===== config.mk =====
export PLATFORM = sky130hd
export DESIGN_NAME = cubic_bezier_point_stepper_top
export DESIGN_NICKNAME = d
export VERILOG_FILES = /design/src/rtl/cbps_pkg.sv /design/src/rtl/cbps_div.sv /design/src/rtl/cbps_dpath.sv /design/src/rtl/cbps_ctrl.sv /design/src/rtl/cubic_bezier_point_stepper_top.sv
export SDC_FILE = /design/constraint.sdc
export NUM_CORES = 2
export LEC_CHECK = 0
export BUFFER_PORTS_ARGS = -buffer_cell sky130_fd_sc_hd__buf_4
export CAP_MARGIN = 20
export CELL_PAD_IN_SITES_DETAIL_PLACEMENT = 0
export CELL_PAD_IN_SITES_GLOBAL_PLACEMENT = 1
export CORE_ASPECT_RATIO = 1.75
export CORE_MARGIN = 2
export CORE_UTILIZATION = 40
export CTS_BUF_LIST = sky130_fd_sc_hd__clkbuf_16
export DETAILED_ROUTE_END_ITERATION = 8
export PLACE_DENSITY = 0.77
export SLEW_MARGIN = 20
export SYNTH_ARGS = -nofsm -noshare
export SYNTH_HDL_FRONTEND = slang
export SYNTH_SLANG_ARGS = --single-unit

===== constraint.sdc =====
create_clock -name aclk -period 29.6 [get_ports aclk]
set_input_delay 0 -clock aclk [delete_from_list [all_inputs] [get_ports aclk]]
set_output_delay 0 -clock aclk [all_outputs]
set_load 0.01 [all_outputs]

===== src/rtl/cbps_pkg.sv =====
// Shared types, codes and step schedule of the cubic Bezier point stepper.
package cbps_pkg;

    // Configuration register indexes
    localparam int CFG_ADDR_BITS = 3;
    localparam logic [CFG_ADDR_BITS-1:0] REG_START_POINT   = 3'd0;
    localparam logic [CFG_ADDR_BITS-1:0] REG_FIRST_HANDLE  = 3'd1;
    localparam logic [CFG_ADDR_BITS-1:0] REG_SECOND_HANDLE = 3'd2;
    localparam logic [CFG_ADDR_BITS-1:0] REG_END_POINT     = 3'd3;
    localparam logic [CFG_ADDR_BITS-1:0] REG_DIVISIONS     = 3'd4;

    typedef logic [1:0] axis_t;
    typedef logic [3:0] step_t;

    localparam axis_t AXIS_LAST = 2'd2;
    // Nine steps per axis: six interpolations and three plain rotations
    localparam step_t STEP_LAST = 4'd8;

    typedef enum logic [3:0] {
        ST_IDLE,
        ST_DIV,
        ST_LOAD,
        ST_SUB,
        ST_MUL_LO,
        ST_MUL_HI,
        ST_ACC,
        ST_SHIFT,
        ST_STORE,
        ST_EMIT
    } state_t;

    // Controller to datapath
    typedef struct packed {
        logic  take;
        logic  load;
        logic  sub;
        logic  mul_lo;
        logic  mul_hi;
        logic  acc;
        logic  shift;
        logic  store;
        logic  emit;
        axis_t axis;
    } cmd_t;

    // Datapath to controller
    typedef struct packed {
        logic idle_tick;
        logic div_busy;
        logic out_free;
    } status_t;

    // Rotation steps drop a used point; all other steps interpolate
    function automatic logic step_is_lerp(input step_t step);
        logic r;
        case (step)
            4'd3, 4'd6, 4'd7: r = 1'b0;
            default:          r = 1'b1;
        endcase
        return r;
    endfunction

endpackage


===== src/rtl/cbps_div.sv =====
// Restoring divider for the curve parameter, one quotient bit per cycle.
module cbps_div #(
    parameter int STEP_BITS = 12,
    parameter int FRAC_BITS = 16
) (
    input  logic                 aclk,
    input  logic                 aresetn,
    input  logic                 start,
    input  logic [STEP_BITS-1:0] numer,
    input  logic [STEP_BITS-1:0] denom,
    output logic                 busy,
    output logic [FRAC_BITS-1:0] quo
);

    localparam int CW = $clog2(FRAC_BITS + 1);

    logic [STEP_BITS-1:0] rem_reg;
    logic [STEP_BITS-1:0] den_reg;
    logic [FRAC_BITS-1:0] quo_reg;
    logic [CW-1:0]        cnt_reg;
    logic                 busy_reg;

    logic [STEP_BITS:0]   rem_sh;
    logic [STEP_BITS:0]   rem_step;
    logic                 ge;

    // One restoring step; numer < denom keeps the remainder in STEP_BITS
    assign rem_sh   = {rem_reg, 1'b0};
    assign ge       = rem_sh >= {1'b0, den_reg};
    assign rem_step = ge ? (rem_sh - {1'b0, den_reg}) : rem_sh;

    // Iteration control
    always_ff @(posedge aclk) begin
        if (!aresetn) begin
            busy_reg <= 1'b0;
            cnt_reg  <= '0;
        end else if (start) begin
            busy_reg <= 1'b1;
            cnt_reg  <= CW'(FRAC_BITS);
        end else if (busy_reg) begin
            cnt_reg <= cnt_reg - CW'(1);
            if (cnt_reg == CW'(1)) begin
                busy_reg <= 1'b0;
            end
        end
    end

    // Remainder and quotient
    always_ff @(posedge aclk) begin
        if (start) begin
            rem_reg <= numer;
            den_reg <= denom;
            quo_reg <= '0;
        end else if (busy_reg) begin
            rem_reg <= rem_step[STEP_BITS-1:0];
            quo_reg <= {quo_reg[FRAC_BITS-2:0], ge};
        end
    end

    assign busy = busy_reg;
    assign quo  = quo_reg;

endmodule


===== src/rtl/cbps_dpath.sv =====
// Datapath: configuration, step counter, divider, shared lerp multiplier, result register.
module cbps_dpath import cbps_pkg::*; #(
    parameter int COORD_BITS = 20,
    parameter int FRAC_BITS  = 16,
    parameter int STEP_BITS  = 12
) (
    input  logic                    aclk,
    input  logic                    aresetn,
    input  logic                    cfg_wr_en,
    input  logic [CFG_ADDR_BITS-1:0] cfg_addr,
    input  logic [3*COORD_BITS-1:0] cfg_wdata,
    input  logic                    s_restart,
    input  cmd_t                    cmd,
    output status_t                 status,
    output logic                    m_tvalid,
    input  logic                    m_tready,
    output logic [COORD_BITS-1:0]   pos_x,
    output logic [COORD_BITS-1:0]   pos_y,
    output logic [COORD_BITS-1:0]   pos_z,
    output logic                    moving,
    output logic                    done_res
);

    localparam int PTW = 3 * COORD_BITS;           // packed control point
    localparam int PW  = COORD_BITS + FRAC_BITS;   // point with fraction
    localparam int DW  = PW + 1;                   // difference of two points
    localparam int UW  = FRAC_BITS + 1;            // parameter, up to 1.0
    localparam int HW  = (DW + 1) / 2;             // low partial product slice
    localparam int GW  = DW - HW;                  // high partial product slice
    localparam int FW  = DW + UW;                  // full product
    localparam int CNW = STEP_BITS + 1;            // step counter

    // Configuration registers
    logic [PTW-1:0]       pt_reg [4];
    logic [STEP_BITS-1:0] div_reg;

    // Curve state
    logic [CNW-1:0] cnt_reg;
    logic           active_reg;

    // Item context captured on accept
    logic restart_reg;
    logic skip_reg;
    logic sat_reg;

    // Interpolation registers
    logic [PW-1:0]         p_reg [4];
    logic [DW-1:0]         d_reg;
    logic [HW+UW-1:0]      plo_reg;
    logic [GW+UW:0]        phi_reg;
    logic [COORD_BITS-1:0] res_reg [3];

    // Result register
    logic                  out_valid_reg;
    logic [COORD_BITS-1:0] pos_x_reg;
    logic [COORD_BITS-1:0] pos_y_reg;
    logic [COORD_BITS-1:0] pos_z_reg;
    logic                  moving_reg;
    logic                  done_reg;

    logic [STEP_BITS-1:0] div_eff;
    logic [CNW-1:0]       cnt_eff;
    logic [CNW-1:0]       cnt_inc;
    logic                 sat_start;
    logic                 fin;
    logic                 div_busy;
    logic [FRAC_BITS-1:0] quo;
    logic [UW-1:0]        u_val;
    logic [FW-1:0]        phi_ext;
    logic [FW-1:0]        prod_full;
    logic [FW-1:0]        prod_shr;
    logic [PW-1:0]        lerp_val;
    logic [PW-1:0]        trunc_bias;
    logic [PW-1:0]        trunc_sum;

    // Divisions of zero count as one
    assign div_eff   = (div_reg == '0) ? STEP_BITS'(1) : div_reg;
    assign cnt_eff   = s_restart ? '0 : cnt_reg;
    assign sat_start = cnt_eff >= {1'b0, div_eff};
    assign cnt_inc   = cnt_reg + CNW'(1);
    assign fin       = cnt_inc > {1'b0, div_eff};

    cbps_div #(
        .STEP_BITS (STEP_BITS),
        .FRAC_BITS (FRAC_BITS)
    ) u_div (
        .aclk    (aclk),
        .aresetn (aresetn),
        .start   (cmd.take),
        .numer   (cnt_eff[STEP_BITS-1:0]),
        .denom   (div_eff),
        .busy    (div_busy),
        .quo     (quo)
    );

    // Parameter u: quotient, or exactly 1.0 once the counter reaches divisions
    assign u_val = sat_reg ? {1'b1, {FRAC_BITS{1'b0}}} : {1'b0, quo};

    // Recombine partial products, floor-shift, add to the first point
    assign phi_ext   = {{(HW-1){phi_reg[GW+UW]}}, phi_reg};
    assign prod_full = {phi_ext[FW-HW-1:0], {HW{1'b0}}} + {{GW{1'b0}}, plo_reg};
    assign prod_shr  = $signed(prod_full) >>> FRAC_BITS;
    assign lerp_val  = p_reg[0] + prod_shr[PW-1:0];

    // Truncate toward zero: bias negatives by one less than 1.0
    assign trunc_bias = p_reg[3][PW-1] ? {{COORD_BITS{1'b0}}, {FRAC_BITS{1'b1}}} : '0;
    assign trunc_sum  = p_reg[3] + trunc_bias;

    // Configuration writes, curve state and result valid
    always_ff @(posedge aclk) begin
        if (!aresetn) begin
            for (int k = 0; k < 4; k++) begin
                pt_reg[k] <= '0;
            end
            div_reg       <= STEP_BITS'(1);
            cnt_reg       <= '0;
            active_reg    <= 1'b0;
            out_valid_reg <= 1'b0;
        end else begin
            if (cfg_wr_en) begin
                case (cfg_addr)
                    REG_START_POINT:   pt_reg[0] <= cfg_wdata;
                    REG_FIRST_HANDLE:  pt_reg[1] <= cfg_wdata;
                    REG_SECOND_HANDLE: pt_reg[2] <= cfg_wdata;
                    REG_END_POINT:     pt_reg[3] <= cfg_wdata;
                    REG_DIVISIONS:     div_reg   <= cfg_wdata[STEP_BITS-1:0];
                    default: ;
                endcase
            end
            if (cmd.take && s_restart) begin
                cnt_reg    <= '0;
                active_reg <= 1'b1;
            end else if (cmd.emit && !skip_reg && !restart_reg) begin
                if (fin) begin
                    cnt_reg    <= '0;
                    active_reg <= 1'b0;
                end else begin
                    cnt_reg <= cnt_inc;
                end
            end
            if (cmd.emit) begin
                out_valid_reg <= 1'b1;
            end else if (m_tready) begin
                out_valid_reg <= 1'b0;
            end
        end
    end

    // Item context
    always_ff @(posedge aclk) begin
        if (cmd.take) begin
            restart_reg <= s_restart;
            skip_reg    <= !s_restart && !active_reg;
            sat_reg     <= sat_start;
        end
    end

    // de Casteljau by rotation: lerp p0,p1 into p3 while the rest shift down
    always_ff @(posedge aclk) begin
        if (cmd.load) begin
            for (int k = 0; k < 4; k++) begin
                p_reg[k] <= {pt_reg[k][cmd.axis*COORD_BITS +: COORD_BITS], {FRAC_BITS{1'b0}}};
            end
        end else if (cmd.acc || cmd.shift) begin
            p_reg[0] <= p_reg[1];
            p_reg[1] <= p_reg[2];
            p_reg[2] <= p_reg[3];
            if (cmd.acc) begin
                p_reg[3] <= lerp_val;
            end
        end
        if (cmd.sub) begin
            d_reg <= {p_reg[1][PW-1], p_reg[1]} - {p_reg[0][PW-1], p_reg[0]};
        end
        // Shared multiplier: unsigned low slice, then signed high slice
        if (cmd.mul_lo) begin
            plo_reg <= {{UW{1'b0}}, d_reg[HW-1:0]} * {{HW{1'b0}}, u_val};
        end
        if (cmd.mul_hi) begin
            phi_reg <= $signed({{(UW+1){d_reg[DW-1]}}, d_reg[DW-1:HW]})
                     * $signed({{GW{1'b0}}, 1'b0, u_val});
        end
        if (cmd.store) begin
            res_reg[cmd.axis] <= trunc_sum[PW-1:FRAC_BITS];
        end
    end

    // Result payload
    always_ff @(posedge aclk) begin
        if (cmd.emit) begin
            pos_x_reg  <= skip_reg ? '0 : res_reg[0];
            pos_y_reg  <= skip_reg ? '0 : res_reg[1];
            pos_z_reg  <= skip_reg ? '0 : res_reg[2];
            moving_reg <= !skip_reg;
            done_reg   <= !skip_reg && !restart_reg && fin;
        end
    end

    assign status.idle_tick = !s_restart && !active_reg;
    assign status.div_busy  = div_busy;
    assign status.out_free  = !out_valid_reg || m_tready;

    assign m_tvalid = out_valid_reg;
    assign pos_x    = pos_x_reg;
    assign pos_y    = pos_y_reg;
    assign pos_z    = pos_z_reg;
    assign moving   = moving_reg;
    assign done_res = done_reg;

endmodule


===== src/rtl/cbps_ctrl.sv =====
// Controller: sequences divide, per-axis load, lerp steps, store and emit.
module cbps_ctrl import cbps_pkg::*; (
    input  logic    aclk,
    input  logic    aresetn,
    input  logic    s_tvalid,
    output logic    s_tready,
    input  status_t status,
    output cmd_t    cmd
);

    state_t state_reg, state_next;
    axis_t  axis_reg, axis_next;
    step_t  step_reg, step_next;

    always_ff @(posedge aclk) begin
        if (!aresetn) begin
            state_reg <= ST_IDLE;
            axis_reg  <= '0;
            step_reg  <= '0;
        end else begin
            state_reg <= state_next;
            axis_reg  <= axis_next;
            step_reg  <= step_next;
        end
    end

    // Next state
    always_comb begin
        state_next = state_reg;
        axis_next  = axis_reg;
        step_next  = step_reg;
        case (state_reg)
            ST_IDLE: begin
                if (s_tvalid) begin
                    state_next = status.idle_tick ? ST_EMIT : ST_DIV;
                end
            end
            ST_DIV: begin
                if (!status.div_busy) begin
                    state_next = ST_LOAD;
                    axis_next  = '0;
                end
            end
            ST_LOAD: begin
                step_next  = '0;
                state_next = step_is_lerp('0) ? ST_SUB : ST_SHIFT;
            end
            ST_SUB:    state_next = ST_MUL_LO;
            ST_MUL_LO: state_next = ST_MUL_HI;
            ST_MUL_HI: state_next = ST_ACC;
            ST_ACC, ST_SHIFT: begin
                if (step_reg == STEP_LAST) begin
                    state_next = ST_STORE;
                end else begin
                    step_next  = step_reg + step_t'(1);
                    state_next = step_is_lerp(step_reg + step_t'(1)) ? ST_SUB : ST_SHIFT;
                end
            end
            ST_STORE: begin
                if (axis_reg == AXIS_LAST) begin
                    state_next = ST_EMIT;
                end else begin
                    axis_next  = axis_reg + axis_t'(1);
                    state_next = ST_LOAD;
                end
            end
            ST_EMIT: begin
                if (status.out_free) begin
                    state_next = ST_IDLE;
                end
            end
            default: state_next = ST_IDLE;
        endcase
    end

    // Commands
    always_comb begin
        cmd      = '0;
        cmd.axis = axis_reg;
        s_tready = 1'b0;
        case (state_reg)
            ST_IDLE: begin
                s_tready = 1'b1;
                cmd.take = s_tvalid;
            end
            ST_LOAD:   cmd.load   = 1'b1;
            ST_SUB:    cmd.sub    = 1'b1;
            ST_MUL_LO: cmd.mul_lo = 1'b1;
            ST_MUL_HI: cmd.mul_hi = 1'b1;
            ST_ACC:    cmd.acc    = 1'b1;
            ST_SHIFT:  cmd.shift  = 1'b1;
            ST_STORE:  cmd.store  = 1'b1;
            ST_EMIT:   cmd.emit   = status.out_free;
            default: ;
        endcase
    end

endmodule


===== src/rtl/cubic_bezier_point_stepper_top.sv =====
// A curve item passes through the restoring divider, then each axis in turn on one shared
//   multiplier, then the emit state, before m_tvalid rises.
// A new item is taken only once the last is emitted; an idle tick goes straight to emit.
// A finished result waits in the output register while the next item is taken.
// aresetn is synchronous, active low: idles the curve, divisions to 1, control points to 0.
module cubic_bezier_point_stepper_top import cbps_pkg::*; #(
    parameter int COORD_BITS = 20,
    parameter int FRAC_BITS  = 16,
    parameter int STEP_BITS  = 12
) (
    input  logic                     aclk,
    input  logic                     aresetn,
    // configuration
    input  logic                     cfg_wr_en,
    input  logic [CFG_ADDR_BITS-1:0] cfg_addr,
    input  logic [3*COORD_BITS-1:0]  cfg_wdata,
    // input items
    input  logic                     s_tvalid,
    output logic                     s_tready,
    input  logic [7:0]               s_tdata,   // [0] restart, rest zero
    // result items
    output logic                     m_tvalid,
    input  logic                     m_tready,
    output logic [((3*COORD_BITS+7)/8)*8-1:0] m_tdata,  // pos_x, pos_y, pos_z, zero pad
    output logic [0:0]               m_tuser,   // [0] moving
    output logic                     m_tlast    // done_res
);

    localparam int M_TDATA_BITS = ((3*COORD_BITS+7)/8)*8;

    cmd_t    cmd;
    status_t status;

    logic [COORD_BITS-1:0] pos_x;
    logic [COORD_BITS-1:0] pos_y;
    logic [COORD_BITS-1:0] pos_z;
    logic                  moving;

    cbps_ctrl u_ctrl (
        .aclk     (aclk),
        .aresetn  (aresetn),
        .s_tvalid (s_tvalid),
        .s_tready (s_tready),
        .status   (status),
        .cmd      (cmd)
    );

    cbps_dpath #(
        .COORD_BITS (COORD_BITS),
        .FRAC_BITS  (FRAC_BITS),
        .STEP_BITS  (STEP_BITS)
    ) u_dpath (
        .aclk      (aclk),
        .aresetn   (aresetn),
        .cfg_wr_en (cfg_wr_en),
        .cfg_addr  (cfg_addr),
        .cfg_wdata (cfg_wdata),
        .s_restart (s_tdata[0]),
        .cmd       (cmd),
        .status    (status),
        .m_tvalid  (m_tvalid),
        .m_tready  (m_tready),
        .pos_x     (pos_x),
        .pos_y     (pos_y),
        .pos_z     (pos_z),
        .moving    (moving),
        .done_res  (m_tlast)
    );

    // Pack the point, x lowest
    assign m_tdata = M_TDATA_BITS'({pos_z, pos_y, pos_x});
    assign m_tuser = moving;

endmodule


=== Word level (Yosys, flattened, before mapping) ===
Memories as Yosys holds them, arrays and structs flattened. A register that Yosys moved wholly into a read port is not among the register bits.
Index checks and enable logic that the tools add are counted.

* Memories kept: 3
* Output and inout port bits: 68
* Input bits: 76
* Register bits after elaboration: 194
* Memory bits (writable): 444
* Logic and storage cells: 187

* $lt $le $gt $ge: 3
* Add/subtract/negate cells: 9
* Multipliers: 3
* Equality and inequality tests: 24
* Shift operators: 4
* Reduce and logical (&&, ||, !) cells: 31
* Multiplexer cells: 80
* Bitwise gates (word level): 9

{| class="wikitable"
|+ Memory list
! name !! words !! bits a word !! read ports !! clocked after memory_dff !! wr ports !! RTL line !! RTL
|-
| u_dpath.pt_reg || 4 || 60 || 4 || 0 || 4 || cbps_dpath.sv:34 || <nowiki>logic [PTW-1:0] pt_reg [4];</nowiki>
|-
| u_dpath.p_reg || 4 || 36 || 4 || 0 || 4 || cbps_dpath.sv:47 || <nowiki>logic [PW-1:0] p_reg [4];</nowiki>
|-
| u_dpath.res_reg || 3 || 20 || 3 || 3 || 1 || cbps_dpath.sv:51 || <nowiki>logic [COORD_BITS-1:0] res_reg [3];</nowiki>
|}

{| class="wikitable"
|+ Operator list
! kind !! number
|-
| $mux 60 || 4
|-
| $shiftx 60x8->20 || 4
|-
| $mux 36 || 4
|-
| $add 36x36->36 || 2
|-
| $add 52x36->52 || 1
|-
| $mux 1 || 49
|-
| $mux 12 || 4
|-
| $sub 36x36->37 || 1
|-
| $mul 19x17->36 || 1
|-
| $pmux 4 s9 || 1
|-
| $mul 18x18->33 || 1
|-
| $mux 4 || 7
|-
| $ge 13x12->1 || 2
|-
| $mux 13 || 2
|-
| $eq 4x3->1 const B || 6
|-
| $mux 17 || 1
|-
| $mux 16 || 1
|-
| $add 13x1->13 const B || 1
|-
| $gt 13x12->1 || 1
|-
| $eq 4x2->1 const B || 3
|-
| $eq 4x4->1 const B || 3
|-
| $logic_not 12->1 || 1
|-
| $reduce_bool 2->1 || 6
|-
| $sub 12x12->12 || 1
|-
| other kinds (28) || 56
|}

=== Logic depth before layout (Yosys ltp) ===
* Depth after elaboration: 9
* Gate-level depth with buffers: 27

=== Hierarchy ===
Synthesis repeated with hierarchy kept, for this count alone.

* Cell total of the unflattened synthesis: 5129
* Area total of the unflattened synthesis: 54104.4 um2

{| class="wikitable"
|+ By module, submodules not included
! module !! area each (um2) !! cells each !! times used
|-
| cbps_dpath || 50761.2 || 4787 || 1
|-
| cbps_div || 2498.6 || 239 || 1
|-
| cbps_ctrl || 810.8 || 98 || 1
|-
| cubic_bezier_point_stepper_top || 33.8 || 5 || 1
|}

=== Least setup slack after synthesis ===
No wires, ideal clock.

* Kind: reg-to-reg
* Start: reg u_ctrl.state_reg[3]
* End: reg u_ctrl.step_reg[2]
* Setup slack: 19860 ps
* Stages on the path, launching flop included: 6
* Period minus slack after synthesis: 9740 ps
* Buffers on the path: 1
* Arrival: 9617 ps
* Library setup time: 123 ps
* Cell sequence: dfxtp_1 -> clkbuf_1 -> nor3b_1 -> o21ai_0 -> a21oi_1 -> nor2b_1

* Cells in the longest elaborated chain, start to end: 4
* Elaborated cells between the ends (all ways): 8
* Classes of those cells: eq/ne (4); mux (1); reduce/logical (3)

{| class="wikitable"
|+ Ends and longest elaborated chain
! item !! RTL line !! RTL
|-
| start, declared || cbps_ctrl.sv:11 || <nowiki>state_t state_reg, state_next;</nowiki>
|-
| start signal, assigned || cbps_ctrl.sv:21 || <nowiki>state_reg <= state_next;</nowiki>
|-
| $eq 4x3->1 || cbps_ctrl.sv:32 || <nowiki>case (state_reg)</nowiki>
|-
| $reduce_or 2->1 || cbps_ctrl.sv:32 ||
|-
| $ne 2x2->1 (no source line) / $reduce_bool 2->1 (equally long branches) || -- ||
|-
| $reduce_and 2->1 (no source line) || -- ||
|-
| end signal, assigned || cbps_ctrl.sv:23 || <nowiki>step_reg <= step_next;</nowiki>
|-
| end, declared || cbps_ctrl.sv:13 || <nowiki>step_t step_reg, step_next;</nowiki>
|}

Several ways; a longest one is shown, not always the timed one.
A chain may end at the register's enable or synchronous reset.

=== Final worst setup path ===
* Start: reg u_dpath.sat_reg
* End: reg u_dpath.plo_reg[35], data pin

* Cells in the longest elaborated chain, start to end: 2

{| class="wikitable"
|+ Ends and longest elaborated chain
! item !! RTL line !! RTL
|-
| start, declared || cbps_dpath.sv:44 || <nowiki>logic sat_reg;</nowiki>
|-
| start signal, assigned || cbps_dpath.sv:154 || <nowiki>sat_reg <= sat_start;</nowiki>
|-
| $mux 17 || cbps_dpath.sv:97 || <nowiki>assign u_val = sat_reg ? {1'b1, {FRAC_BITS{1'b0}}} : {1'b0, quo};</nowiki>
|-
| $mul 19x17->36 || cbps_dpath.sv:177 || <nowiki>plo_reg <= {{UW{1'b0}}, d_reg[HW-1:0]} * {{HW{1'b0}}, u_val};</nowiki>
|-
| end signal, assigned || cbps_dpath.sv:177 ||
|-
| end, declared || cbps_dpath.sv:49 || <nowiki>logic [HW+UW-1:0] plo_reg;</nowiki>
|}

Every way passes these cells.

==> flow_summary.json <==
{
  "dieArea_sq_um": 138100,
  "place_congestion": 0.9947,
  "cp-end-kind": "flop",
  "p_leak_uw": 0.02584,
  "fp.dieH_um": 490.1,
  "cts_max_path_buffers": 3,
  "cts_tree": "done",
  "synth_edf_count": 623,
  "skew_ns": 0.05307,
  "h-tree-depth": 2,
  "grt_pass1_vias": 38840,
  "rsz0062_at_grt": "false",
  "hold_viol": 0,
  "post-route-period-util_pct": 28.93,
  "dp_hpwl_um": 104700,
  "antenna_left": 0,
  "avgSynthCellArea_sq_um": 10.56,
  "netlist_area_sq_um": 54010,
  "dr.first_iter.drc_count": 1799,
  "min_period_ns": 8.563,
  "antenna_found_initial": 2,
  "start_util_pct": 40.22,
  "io_pins": 144,
  "track_usage_pct": 20.70,
  "synth_ff_type": "edfxtp_1",
  "crit_type": "reg -> reg",
  "cts_root_buf": "clkbuf_16",
  "relSlewSlack_pct": 27.39,
  "peakVddDrop_mv": 0.06262,
  "worst_pin_slew_ns": 1.089,
  "first_pass_iters": 6,
  "die_w_um": 281.8,
  "cap_violations": 0,
  "grt_pass1_wl_um": 220100,
  "cts_made_buffers": 59,
  "detail_route.vias_per_cell": 5.121,
  "setup-violations-final": 0,
  "numPortBuffers": 132,
  "cp-start-kind": "flop",
  "nets": 6161,
  "grt.overflow.total": 0,
  "syn_inst": 5112,
  "avgRoutedWirePerCell_um": 19.80,
  "critPathArrivalTime_ns": 8.91,
  "yosysUniqueCellTypes": 89,
  "fin_setup_tns_ns": 0,
  "cts_sinks": 682,
  "drc": 0,
  "drive_gt1_share_pct": 6.956,
  "total_power_uw": 3125,
  "ys_ff_latch": 682,
  "gr-max-usage-layer": "met2",
  "fmax_mhz": 116.8,
  "clkLatencyLatePin_ns": 0.64,
  "status": "complete, no violations",
  "n_fill_cell": 12650,
  "largest_reg_flops": 240,
  "async_reset_ff_share_pct": 0,
  "critical_path_peak_fanout": 52,
  "yosysWarnings": 0,
  "use_met1_pct": 20.93,
  "worst_ep_required_time_ns": 29.95,
  "slew_violations": 0,
  "timing.hold.worst.class": "in -> reg",
  "placementRows": 178,
  "vias": 36100,
  "coreArea_sq_um": 134300,
  "grt_max_degree": 79,
  "gr-usage-met3_pct": 1.723,
  "area_delta_synth_final_pct": 10.34,
  "cts_resized": 0,
  "wirelength_um": 139600,
  "gr-usage-met2_pct": 40.83,
  "ys_seq_area_share_pct": 36.83,
  "clkTransAtPathRegs_ns": 0.07,
  "pwr_density_cell_nw_per_um2": 52.44
}
[logic make-up after synthesis]
group           after synthesis  share of synthesized area (%)
simple gates               1655                          15.67
buf+inv                     978                          6.848
fa+ha+maj                   887                          28.15
flops                       682                          36.83
compound gates              620                          7.478
xor+xnor                    182                          2.977
mux                         107                          2.043
other cells                   1                       0.006943
[where the power goes]
part	switching (uW)	leakage (uW)	internal, uW
Sequential	78.8	0.00632	1200
Combinational	652	0.0185	409
Clock	370	0.000971	412
[cell type report]
class	count	area [sq um]	share of cell area, %
inverter	739	2774	4.655
antenna	3	7.507	0.01260
tap	1800	2252	3.779
clock inverter	51	441.7	0.7411
clock buffer	59	1476	2.477
multi-input combinational	3455	30600	51.35
sequential	682	19890	33.38
timing repair buffer	261	2145	3.599
[placed cells by master, fill, tap and decap left out, types with 13 or more instances in the layout]
master,count
inv_1,752
edfxtp_1,623
and2_1,583
fa_1,547
nand2_1,461
ha_1,340
nor2_1,254
a21oi_1,247
buf_4,187
xnor2_1,129
nor2b_1,103
mux2i_1,81
dlygate4sd3_1,74
a21o_1,73
o21ai_0,64
clkbuf_16,59
dfxtp_1,57
nand3_1,56
xor2_1,52
nor3_1,46
and3_1,33
o21a_1,29
nand2b_1,28
mux2_2,26
a221oi_1,25
nand4_1,21
a21boi_0,19
o21ai_1,16
nor2b_2,15
a211oi_1,15
o211ai_1,13
o21bai_1,13
[what timing repair did]
action | in CTS | in global routing
endpoints found under the hold margin | 284 | 0
hold buffers | 74 | 0
buffers inserted | 0 | 0
[synthesized netlist by cell type (81+ instances only)]
library cell	n	area, sq um
a21oi_1	247	1236
and2_1	584	3654
clkbuf_1	221	829.6
edfxtp_1	623	18710
fa_1	547	10950
ha_1	340	4254
inv_1	737	2766
mux2i_1	81	810.8
nand2_1	461	1730
nor2_1	264	991.0
nor2b_1	119	744.5
xnor2_1	129	1130
[critical path, cell delays in order (launching register included)]
cell and delay [ns]:
edfxtp_1 0.36, buf_4 0.36, nor2b_4 0.61, buf_4 0.38, and2_1 0.18, fa_1 0.42, inv_1 0.08, fa_1 0.44
fa_1 0.53, inv_1 0.06, fa_1 0.56, fa_1 0.46, fa_1 0.49, ha_1 0.34, nand4_1 0.16, nor3_1 0.08
a22oi_1 0.75, o221ai_1 0.54, a31oi_1 0.53, o21ai_1 0.23, o21a_1 0.24, o21a_1 0.18, nor2_1 0.12, xnor2_1 0.08
[worst paths after layout]
path,start,slack (ns),endpoint,cells past startpoint
min,cfg_wr_en,0.009,u_dpath.div_reg[11],4
min reg2reg,u_dpath.u_div.quo[15],0.49,u_dpath.u_div.quo[15],2
max reg2reg,u_dpath.sat_reg,21.04,u_dpath.plo_reg[35],23
max,u_dpath.sat_reg,21.04,u_dpath.plo_reg[35],23
[layer usage]
layer  vias up  part of all wire (%)  wire length [um]
met5         -                     0                 0
met4         0                   6.3              8776
met3       317                   3.2              4451
met2       785                    56             78520
met1     18200                    34             47850
li1      16800                     -                 -
[per-stage QoR]
stage | instance area [sq um] | hold WS [ns] | utilization [%] | instances | setup WS [ns]
floorplan | 54020 | 0.09887 | - | 5115 | 19.86
global placement | 56930 | 0.2850 | 42.39 | 6863 | 21.10
detailed placement | 56930 | 0.2888 | 42.39 | 6863 | 21.04
CTS | 59590 | 0.009672 | 44.37 | 7047 | 20.98
global route | 59590 | 0.04759 | 44.37 | 7048 | 20.83
finish | 59590 | 0.009016 | 44.38 | 7050 | 21.04
No activity file was read; power rests on OpenSTA's default activity.
